--- config.mk ---
export PLATFORM = sky130hd
export DESIGN_NAME = rtd_oversample_ema_resistance_top
export DESIGN_NICKNAME = d
export VERILOG_FILES = /design/src/rtdos_pkg.sv /design/src/rtdos_seq.sv /design/src/rtdos_dp.sv /design/src/rtd_oversample_ema_resistance_top.sv
export SDC_FILE = /design/constraint.sdc
export NUM_CORES = 1
export LEC_CHECK = 0
export ABC_AREA = 1
export BUFFER_PORTS_ARGS = -buffer_cell sky130_fd_sc_hd__buf_4
export CAP_MARGIN = 10
export CELL_PAD_IN_SITES_DETAIL_PLACEMENT = 2
export CELL_PAD_IN_SITES_GLOBAL_PLACEMENT = 2
export CORE_MARGIN = 2
export CORE_UTILIZATION = 38
export DETAILED_ROUTE_END_ITERATION = 10
export GPL_TIMING_DRIVEN = 0
export PLACE_DENSITY = 0.86
export REMOVE_ABC_BUFFERS = 1
export SLEW_MARGIN = 20
export SYNTH_ARGS = -nofsm -noshare
export SYNTH_HDL_FRONTEND = slang
export SYNTH_SLANG_ARGS = --single-unit
--- constraint.sdc ---
create_clock -name clk -period 16.9 [get_ports clk]
set_input_delay 0.845 -clock clk [delete_from_list [all_inputs] [get_ports clk]]
set_output_delay 0.845 -clock clk [all_outputs]
set_load 0.02 [all_outputs]
--- src/rtdos_pkg.sv ---
package rtdos_pkg;

  // Fixed widths of the block.
  localparam int SUM_BITS      = 40;
  localparam int RES_BITS      = 25;
  localparam int DIV_BITS      = 16;
  localparam int REF_BITS      = 24;
  localparam int WIRE_BITS     = 2;
  localparam int CFG_IDX_BITS  = 2;
  localparam int CFG_DATA_BITS = 24;

  // Filter coefficient alpha = 0.6 in Q0.16 and the rounding half.
  localparam int                    ALPHA_BITS     = 16;
  localparam int                    ALPHA_IDX_BITS = $clog2(ALPHA_BITS);
  localparam logic [ALPHA_BITS-1:0] ALPHA_Q16      = 16'd39322;
  localparam logic [ALPHA_BITS-1:0] EMA_ROUND      = 16'h8000;

  // A gain of 1/8 for three- and four-wire sensors is a further right shift by three.
  localparam int GAIN_SHIFT    = 3;
  localparam int REF_IDX_BITS  = $clog2(REF_BITS);

  // Sequencer step counter.
  localparam int                  CNT_BITS = 6;
  localparam logic [CNT_BITS-1:0] EMA_LAST = CNT_BITS'(ALPHA_BITS - 1);
  localparam logic [CNT_BITS-1:0] DIV_LAST = CNT_BITS'(SUM_BITS - 1);
  localparam logic [CNT_BITS-1:0] MUL_LAST = CNT_BITS'(REF_BITS - 1);

  // Wire type codes.
  localparam logic [WIRE_BITS-1:0] WIRE_TWO   = 2'd0;
  localparam logic [WIRE_BITS-1:0] WIRE_THREE = 2'd1;
  localparam logic [WIRE_BITS-1:0] WIRE_FOUR  = 2'd2;

  // Register reset values.
  localparam logic [DIV_BITS-1:0]  DIVISOR_RST = 16'd64;
  localparam logic [REF_BITS-1:0]  REF_RST     = 24'd4000000;
  localparam logic [WIRE_BITS-1:0] WIRE_RST    = WIRE_FOUR;
  localparam logic                 EMA_EN_RST  = 1'b1;

  typedef enum logic [CFG_IDX_BITS-1:0] {
    CFG_WINDOW_DIVISOR = 2'd0,
    CFG_REFERENCE_MOHM = 2'd1,
    CFG_WIRE_TYPE      = 2'd2,
    CFG_EMA_ENABLE     = 2'd3
  } cfg_idx_t;

  typedef struct packed {
    logic [DIV_BITS-1:0]  window_divisor;
    logic [REF_BITS-1:0]  reference_mohm;
    logic [WIRE_BITS-1:0] wire_type;
    logic                 ema_enable;
  } cfg_t;

  typedef enum logic [3:0] {
    ST_IDLE,
    ST_PREP,
    ST_EMA,
    ST_EMA_WB,
    ST_SUM,
    ST_ABS,
    ST_DIV,
    ST_AVG,
    ST_MUL,
    ST_RES,
    ST_EMIT
  } state_t;

  typedef struct packed {
    state_t              state;
    logic [CNT_BITS-1:0] cnt;
    logic                emit;
  } ctl_t;

  typedef struct packed {
    logic ema_direct;
    logic win_end;
  } sts_t;

endpackage

--- src/rtdos_seq.sv ---
module rtdos_seq
  import rtdos_pkg::*;
(
  input  logic clk,
  input  logic rst,
  input  logic in_valid,
  input  logic out_free,
  input  sts_t sts,
  output logic in_stall,
  output ctl_t ctl
);

  state_t              state;
  state_t              state_next;
  logic [CNT_BITS-1:0] cnt;
  logic [CNT_BITS-1:0] cnt_next;
  logic                emit;

  always_ff @(posedge clk) begin
    if (rst) begin
      state <= ST_IDLE;
      cnt   <= '0;
    end else begin
      state <= state_next;
      cnt   <= cnt_next;
    end
  end

  always_comb begin
    state_next = state;
    cnt_next   = cnt;
    emit       = 1'b0;
    case (state)
      ST_IDLE: begin
        if (in_valid) begin
          state_next = ST_PREP;
        end
      end
      ST_PREP: begin
        cnt_next   = '0;
        state_next = sts.ema_direct ? ST_SUM : ST_EMA;
      end
      ST_EMA: begin
        if (cnt == EMA_LAST) begin
          state_next = ST_EMA_WB;
        end else begin
          cnt_next = cnt + CNT_BITS'(1);
        end
      end
      ST_EMA_WB: begin
        state_next = ST_SUM;
      end
      ST_SUM: begin
        state_next = sts.win_end ? ST_ABS : ST_IDLE;
      end
      ST_ABS: begin
        cnt_next   = '0;
        state_next = ST_DIV;
      end
      ST_DIV: begin
        if (cnt == DIV_LAST) begin
          state_next = ST_AVG;
        end else begin
          cnt_next = cnt + CNT_BITS'(1);
        end
      end
      ST_AVG: begin
        cnt_next   = '0;
        state_next = ST_MUL;
      end
      ST_MUL: begin
        if (cnt == MUL_LAST) begin
          state_next = ST_RES;
        end else begin
          cnt_next = cnt + CNT_BITS'(1);
        end
      end
      ST_RES: begin
        state_next = ST_EMIT;
      end
      ST_EMIT: begin
        if (out_free) begin
          emit       = 1'b1;
          state_next = ST_IDLE;
        end
      end
      default: begin
        state_next = ST_IDLE;
      end
    endcase
  end

  assign in_stall  = (state != ST_IDLE);
  assign ctl.state = state;
  assign ctl.cnt   = cnt;
  assign ctl.emit  = emit;

endmodule

--- src/rtdos_dp.sv ---
module rtdos_dp
  import rtdos_pkg::*;
#(
  parameter int SAMPLE_BITS   = 16,
  parameter int FRACTION_BITS = 8
) (
  input  logic                                            clk,
  input  logic                                            rst,
  input  ctl_t                                            ctl,
  input  cfg_t                                            cfg,
  input  logic                                            load,
  input  logic signed [SAMPLE_BITS-1:0]                   sample,
  input  logic                                            window_end,
  output sts_t                                            sts,
  output logic signed [RES_BITS-1:0]                      resistance_mohm,
  output logic signed [SAMPLE_BITS+FRACTION_BITS-1:0]     average_q8
);

  localparam int VAL_BITS = SAMPLE_BITS + FRACTION_BITS;
  // One adder serves every step; it is wide enough for the product.
  localparam int AW       = VAL_BITS + REF_BITS + 1;
  localparam int SH_LOW   = VAL_BITS - 1;
  localparam int SH_HIGH  = VAL_BITS - 1 + GAIN_SHIFT;

  localparam logic signed [AW-1:0] VAL_MAX_W =
    {{(AW - VAL_BITS + 1){1'b0}}, {(VAL_BITS - 1){1'b1}}};
  localparam logic signed [AW-1:0] VAL_MIN_W =
    {{(AW - VAL_BITS + 1){1'b1}}, {(VAL_BITS - 1){1'b0}}};
  localparam logic [VAL_BITS-1:0] VAL_MAX = {1'b0, {(VAL_BITS - 1){1'b1}}};
  localparam logic [VAL_BITS-1:0] VAL_MIN = {1'b1, {(VAL_BITS - 1){1'b0}}};
  localparam logic [SUM_BITS-1:0] SUM_MAX = {1'b0, {(SUM_BITS - 1){1'b1}}};
  localparam logic [SUM_BITS-1:0] SUM_MIN = {1'b1, {(SUM_BITS - 1){1'b0}}};
  localparam logic [RES_BITS-1:0] RES_MAX = {1'b0, {(RES_BITS - 1){1'b1}}};
  localparam logic [RES_BITS-1:0] RES_MIN = {1'b1, {(RES_BITS - 1){1'b0}}};

  // Architectural state.
  logic signed [VAL_BITS-1:0] ema_value;
  logic signed [SUM_BITS-1:0] window_sum;

  // Working registers.
  logic signed [VAL_BITS-1:0] x_val;
  logic                       win_end;
  logic signed [AW-1:0]       acc;
  logic signed [AW-1:0]       opd;
  logic [SUM_BITS-1:0]        quo;
  logic [DIV_BITS-1:0]        rem;
  logic                       neg;
  logic [VAL_BITS-1:0]        mag;
  logic signed [VAL_BITS-1:0] avg;
  logic signed [RES_BITS-1:0] res;

  // Shared adder.
  logic signed [AW-1:0] alu_a;
  logic signed [AW-1:0] alu_b;
  logic signed [AW-1:0] alu_y;
  logic                 alu_sub;

  logic signed [AW-1:0]       ema_shift;
  logic signed [VAL_BITS-1:0] ema_sat;
  logic signed [VAL_BITS-1:0] sum_add;
  logic [SUM_BITS-1:0]        sum_sat;
  logic [DIV_BITS-1:0]        div_eff;
  logic [VAL_BITS-1:0]        mag_lim;
  logic [VAL_BITS-1:0]        mag_clamp;
  logic                       gain_on;
  logic [AW-1:0]              prod_shift;
  logic [RES_BITS-1:0]        res_lim;
  logic [RES_BITS-1:0]        res_clamp;
  logic [CNT_BITS-1:0]        mul_pos;

  assign alu_y = alu_a + (alu_sub ? ~alu_b : alu_b) + AW'(alu_sub);

  assign ema_shift = acc >>> ALPHA_BITS;
  assign ema_sat   = (ema_shift > VAL_MAX_W) ? VAL_MAX :
                     (ema_shift < VAL_MIN_W) ? VAL_MIN : ema_shift[VAL_BITS-1:0];

  assign sum_add = cfg.ema_enable ? ema_value : x_val;
  assign sum_sat = (alu_y[SUM_BITS] == alu_y[SUM_BITS-1]) ? alu_y[SUM_BITS-1:0] :
                   (alu_y[SUM_BITS] ? SUM_MIN : SUM_MAX);

  assign div_eff = (cfg.window_divisor == '0) ? DIV_BITS'(1) : cfg.window_divisor;

  // A negative average may reach one step further than a positive one.
  assign mag_lim   = neg ? VAL_MIN : VAL_MAX;
  assign mag_clamp = (quo > SUM_BITS'(mag_lim)) ? mag_lim : quo[VAL_BITS-1:0];

  assign gain_on    = (cfg.wire_type == WIRE_THREE) || (cfg.wire_type == WIRE_FOUR);
  assign prod_shift = gain_on ? (AW'(acc) >> SH_HIGH) : (AW'(acc) >> SH_LOW);
  assign res_lim    = neg ? RES_MIN : RES_MAX;
  assign res_clamp  = (prod_shift > AW'(res_lim)) ? res_lim : prod_shift[RES_BITS-1:0];

  // The product is built from the most significant reference bit down.
  assign mul_pos = MUL_LAST - ctl.cnt;

  assign sts.ema_direct = !cfg.ema_enable || (ema_value == '0);
  assign sts.win_end    = win_end;

  always_comb begin
    alu_a   = '0;
    alu_b   = '0;
    alu_sub = 1'b0;
    case (ctl.state)
      ST_PREP: begin
        alu_a   = AW'(x_val);
        alu_b   = AW'(ema_value);
        alu_sub = 1'b1;
      end
      ST_EMA: begin
        alu_a = acc;
        alu_b = ALPHA_Q16[ctl.cnt[ALPHA_IDX_BITS-1:0]] ? opd : '0;
      end
      ST_SUM: begin
        alu_a = AW'(window_sum);
        alu_b = AW'(sum_add);
      end
      ST_ABS: begin
        alu_b   = AW'(window_sum);
        alu_sub = window_sum[SUM_BITS-1];
      end
      ST_DIV: begin
        alu_a   = AW'({rem, quo[SUM_BITS-1]});
        alu_b   = AW'(div_eff);
        alu_sub = 1'b1;
      end
      ST_AVG: begin
        alu_b   = AW'(mag_clamp);
        alu_sub = neg;
      end
      ST_MUL: begin
        alu_a = acc <<< 1;
        alu_b = cfg.reference_mohm[mul_pos[REF_IDX_BITS-1:0]] ? AW'(mag) : '0;
      end
      ST_RES: begin
        alu_b   = AW'(res_clamp);
        alu_sub = neg;
      end
      default: begin
        alu_sub = 1'b0;
      end
    endcase
  end

  // Filter and window state, cleared by reset and when a window closes.
  always_ff @(posedge clk) begin
    if (rst) begin
      ema_value  <= '0;
      window_sum <= '0;
    end else begin
      case (ctl.state)
        ST_PREP: begin
          if (cfg.ema_enable && (ema_value == '0)) begin
            ema_value <= x_val;
          end
        end
        ST_EMA_WB: begin
          ema_value <= ema_sat;
        end
        ST_SUM: begin
          window_sum <= sum_sat;
        end
        ST_EMIT: begin
          if (ctl.emit) begin
            ema_value  <= '0;
            window_sum <= '0;
          end
        end
        default: begin
          ema_value <= ema_value;
        end
      endcase
    end
  end

  always_ff @(posedge clk) begin
    if (load) begin
      x_val   <= {sample, {FRACTION_BITS{1'b0}}};
      win_end <= window_end;
    end
    case (ctl.state)
      ST_PREP: begin
        // acc = ema * 65536 + 32768, opd = x - ema; then acc += alpha * opd.
        opd <= alu_y;
        acc <= (AW'(ema_value) <<< ALPHA_BITS) | AW'(EMA_ROUND);
      end
      ST_EMA: begin
        acc <= alu_y;
        opd <= opd <<< 1;
      end
      ST_ABS: begin
        neg <= window_sum[SUM_BITS-1];
        quo <= alu_y[SUM_BITS-1:0];
        rem <= '0;
      end
      ST_DIV: begin
        if (!alu_y[AW-1]) begin
          rem <= alu_y[DIV_BITS-1:0];
        end else begin
          rem <= {rem[DIV_BITS-2:0], quo[SUM_BITS-1]};
        end
        quo <= {quo[SUM_BITS-2:0], !alu_y[AW-1]};
      end
      ST_AVG: begin
        mag <= mag_clamp;
        avg <= alu_y[VAL_BITS-1:0];
        acc <= '0;
      end
      ST_MUL: begin
        acc <= alu_y;
      end
      ST_RES: begin
        res <= alu_y[RES_BITS-1:0];
      end
      ST_EMIT: begin
        if (ctl.emit) begin
          resistance_mohm <= res;
          average_q8      <= avg;
        end
      end
      default: begin
        acc <= acc;
      end
    endcase
  end

endmodule

--- src/rtd_oversample_ema_resistance_top.sv ---
// Channel   Direction  Handshake              Payload
// in        sink       in_valid / in_stall    sample, window_end
// out       source     out_valid / out_stall  resistance_mohm, average_q8
// cfg       sink       cfg_write              cfg_index, cfg_data
//
// A word is taken only while the block is idle, so one word is in work at a time.
// A plain sample passes through preparation and the window sum when the filter is
// bypassed or loaded, and first through the 16 shift-and-add steps of alpha on the
// shared adder and a write-back of the filter value when the filter runs.
// A word marked window end then goes on to the magnitude, 40 restoring division
// steps, the average, 24 multiply steps against the reference and the resistance,
// all on the same adder.
// Reset is synchronous and returns the registers to their defaults and clears the
// filter value and the window sum. The result word sits in an output register;
// while it is stalled the block still takes new words and only waits when the
// next result is ready before the previous one has left.
module rtd_oversample_ema_resistance_top
  import rtdos_pkg::*;
#(
  parameter int SAMPLE_BITS   = 16,
  parameter int FRACTION_BITS = 8
) (
  input  logic                                        clk,
  input  logic                                        rst,
  input  logic                                        in_valid,
  output logic                                        in_stall,
  input  logic signed [SAMPLE_BITS-1:0]               sample,
  input  logic                                        window_end,
  output logic                                        out_valid,
  input  logic                                        out_stall,
  output logic signed [RES_BITS-1:0]                  resistance_mohm,
  output logic signed [SAMPLE_BITS+FRACTION_BITS-1:0] average_q8,
  input  logic                                        cfg_write,
  input  logic [CFG_IDX_BITS-1:0]                     cfg_index,
  input  logic [CFG_DATA_BITS-1:0]                    cfg_data
);

  cfg_t cfg;
  ctl_t ctl;
  sts_t sts;
  logic load;
  logic out_free;

  // Configuration registers. Writes must arrive only while the block is idle; the block does not enforce it.
  always_ff @(posedge clk) begin
    if (rst) begin
      cfg.window_divisor <= DIVISOR_RST;
      cfg.reference_mohm <= REF_RST;
      cfg.wire_type      <= WIRE_RST;
      cfg.ema_enable     <= EMA_EN_RST;
    end else if (cfg_write) begin
      case (cfg_idx_t'(cfg_index))
        CFG_WINDOW_DIVISOR: cfg.window_divisor <= cfg_data[DIV_BITS-1:0];
        CFG_REFERENCE_MOHM: cfg.reference_mohm <= cfg_data[REF_BITS-1:0];
        CFG_WIRE_TYPE:      cfg.wire_type      <= cfg_data[WIRE_BITS-1:0];
        CFG_EMA_ENABLE:     cfg.ema_enable     <= cfg_data[0];
        default:            cfg.ema_enable     <= cfg.ema_enable;
      endcase
    end
  end

  assign load     = in_valid && !in_stall;
  // The output register can take a new word when it is empty or being drained.
  assign out_free = !out_valid || !out_stall;

  always_ff @(posedge clk) begin
    if (rst) begin
      out_valid <= 1'b0;
    end else if (ctl.emit) begin
      out_valid <= 1'b1;
    end else if (!out_stall) begin
      out_valid <= 1'b0;
    end
  end

  rtdos_seq u_seq (
    .clk      (clk),
    .rst      (rst),
    .in_valid (in_valid),
    .out_free (out_free),
    .sts      (sts),
    .in_stall (in_stall),
    .ctl      (ctl)
  );

  rtdos_dp #(
    .SAMPLE_BITS   (SAMPLE_BITS),
    .FRACTION_BITS (FRACTION_BITS)
  ) u_dp (
    .clk             (clk),
    .rst             (rst),
    .ctl             (ctl),
    .cfg             (cfg),
    .load            (load),
    .sample          (sample),
    .window_end      (window_end),
    .sts             (sts),
    .resistance_mohm (resistance_mohm),
    .average_q8      (average_q8)
  );

endmodule

==> flow_summary.ini <==
[floorplanning]
dieArea_sq_um = 64000
dieHeight_microns = 253.0
dieWidth_microns = 253.0
core_area_sq_um = 61480
ios = 99
placement_rows = 91
start_util = 0.3832

[final_layout]
nFillCells = 6770
nNetsFinal = 3000
area_growth_pct = 15.50
final_util = 0.4426
instances_no_fill = 3685
drive_above_1_share = 0.1123

[logic_synthesis]
synth_area_leaders = edfxtp_1 (37%), dfxtp_1 (10%), nand2_1 (9.4%), o21ai_0 (6.6%), ha_1 (5.3%)
avgSynthCellArea_sq_um = 8.426
synthFlopType = edfxtp_1
yosysWarningCount = 0
synth.largest_area_cell = edfxtp_1
synthArstFlopShare = 0
synth.distinct_cells = 65
ys_ff_latch = 413
netlist_area_sq_um = 23560
synth_top_cell_area_share = 0.3747
synth_edf_count = 294
netlist_instances = 2796
synth_seq_area_share = 0.4759

[pwr]
power_frac_seq = 0.286
pwr-share-comb = 0.514
power.density_nw_per_um2 = 217.5
ir_worst_vdd_uv = 154.8
swShare = 0.4939
leakage_nw = 11.14
power.internal_mw = 2.996
p_switching_mw = 2.923
total_power_mw = 5.918
clockPowerShare = 0.200

[clocking]
cts.clk_slew.worst_paths_ns = 0.06
tritoncts = done
clk_latency_ns = 0.65
cts_root_buf = clkbuf_16
cts-resized-gates = 0
cts_made_buffers = 51
post_cts_buffers = 0
ctsHoldBuffers = 0
h-tree-depth = 2
cts_sinks = 413
cts_buffer_depth = 3

[timing]
fin_crit_ns = 9.716
slew-limit-headroom = 0.2089
clock_skew_ns = 0.03349
worst-slew-pin-transition_ns = 1.187
fmax_mhz = 102.9
fin_crit_sh = 0.5749
drv_slew = 0
setup_slack_ns = 7.184
hold_viol_final = 0
rsz0062_at_grt = no
report.final.setup_viol = 0
setup_tns_ns = 0

[placed_design]
gp_congestion = 1.037
hpwl_microns = 76830
dp_worst_setup_slack_ns = 7.532
dp.cells = 3588
port_buffers = 98

[setup_path]
crit_top_cell = nand2_1
path_buf_inv = 9
slowest_delay_ns = 0.86
critPathMaxFanout = 39
cp-start-kind = register
crit_family = buffers and inverters
crit_path_end_kind = register
cp.arrival_ns = 10.27
setup.worst_path.class = register to register
worst_ep_required_time_ns = 17.45
worst_path_max_delay_cell = inv_2

[global_routing]
grt_max_degree = 73
grt_util_all_layers = 0.3432
grt_pass1_wl_microns = 162800
grt_pass1_vias = 24900
antenna_found_initial = 3
grt-ovfl-total = 0

[detailed_routing]
drcViolationCount = 0
wirelength_microns = 110000
routed-via-count = 22870
drtPass1Iterations = 5
avgViaCountPerCell = 6.207
ant_nets = 0
drt-initial-drc-count = 2140
drt-wirelength-per-cell_microns = 29.85

[worst_hold_path]
hp-class = input port to register

[run_status]
status = finished clean

[job]
max_cap_viol_count = 0
==> power by group through the flow <==
stage / Clock [mW] / Sequential, mW / Combinational, mW
floorplan: 0 / 1.63 / 1.65
global placement: 0 / 1.70 / 2.61
detailed placement: 0 / 1.69 / 2.91
CTS: 1.20 / 1.68 / 2.97
global route: 1.23 / 1.70 / 3.22
finish: 1.19 / 1.69 / 3.04
==> sequential cells by signal, indices dropped and copies added (netlist names), named ones only <==
register,cells
u_dp.res,25
cfg,43
u_dp.opd,49
u_dp.win_end,1
u_dp.acc,49
u_seq.cnt,6
u_dp.x_val,16
u_dp.mag,24
u_dp.resistance_mohm,25
u_dp.window_sum,40
u_dp.rem,16
u_seq.state,4
u_dp.neg,1
u_dp.avg,24
u_dp.quo,40
u_dp.average_q8,24
out_valid,1
u_dp.ema_value,24
==> placed cells by master (no fill, tap or decap), drive strengths merged, types with 96 or more instances in the layout <==
master / netlist / routed
a21oi: 201 / 201
buf: 32 / 125
dfxtp: 119 / 119
edfxtp: 294 / 294
ha: 100 / 100
inv: 329 / 330
nand2: 614 / 614
nand3: 96 / 96
nor2: 225 / 225
o21ai: 337 / 337
==> synthesized netlist by cell type, drive strengths merged, types with 3 or more instances <==
library cell,instances
clkbuf,91
ha,100
a221oi,42
nand4,35
a22oi,9
or2,9
o211ai,16
a211oi,4
nor3,22
a31oi,36
nand3,96
dfxtp,119
o21a,8
a21oi,201
buf,32
o22ai,22
xor2,56
o2111ai,16
nand2,614
a21o,9
and2,4
o31ai,3
xnor2,12
edfxtp,294
nor4,12
o221ai,22
inv,329
nor2,225
o21ai,337
and3,3
==> cells by family after synthesis <==
family	Yosys count	share of synthesized area
xor+xnor	68	0.02847
buf+inv	454	0.07462
fa+ha+maj	101	0.05396
flops	413	0.4759
compound gates	737	0.1845
simple gates	1023	0.1826
==> per-layer routing <==
metal | vias to the layer above | track usage | wire [microns]
met5 | - | 0 | 12
met3 | 359 | 0.06137 | 8380
met1 | 11680 | 0.4196 | 42980
met4 | 2 | 0.1929 | 6704
li1 | 9763 | - | -
met2 | 1065 | 0.5713 | 51930
==> stage by stage <==
stage	hold slack [ns]	instance area, sq um
2_1_floorplan	0.4003	23050
3_3_place_gp	0.4002	24770
3_5_place_dp	0.4057	25450
4_1_cts	0.3645	27210
5_1_grt	0.3747	27210
6_report	0.3915	27210
==> cell type report <==
cell class	instances	area [sq um]	share of cell area
Tap cell	790	988.4	0.03633
Antenna cell	1	2.502	0.00009196
Inverter	331	1255	0.04612
Multi-Input combinational cell	1929	10690	0.3930
Timing Repair Buffer	125	1301	0.04782
Clock inverter	27	335.3	0.01232
Clock buffer	69	1425	0.05237
Sequential cell	413	11210	0.4120
==> path summary, 6_finish.rpt <==
| check | from | endpoint | slack [ns] | cells after the start |
|---|---|---|---|---|
| setup / recovery | u_dp.neg | u_dp.window_sum[8] | 7.18 | 37 |
| hold reg to reg | u_dp.res[15] | u_dp.resistance_mohm[15] | 0.41 | 0 |
| setup reg to reg | u_dp.neg | u_dp.window_sum[8] | 7.18 | 37 |
| hold / removal | window_end | u_dp.win_end | 0.39 | 1 |
Note: power is estimated with default switching activity, not from simulation.
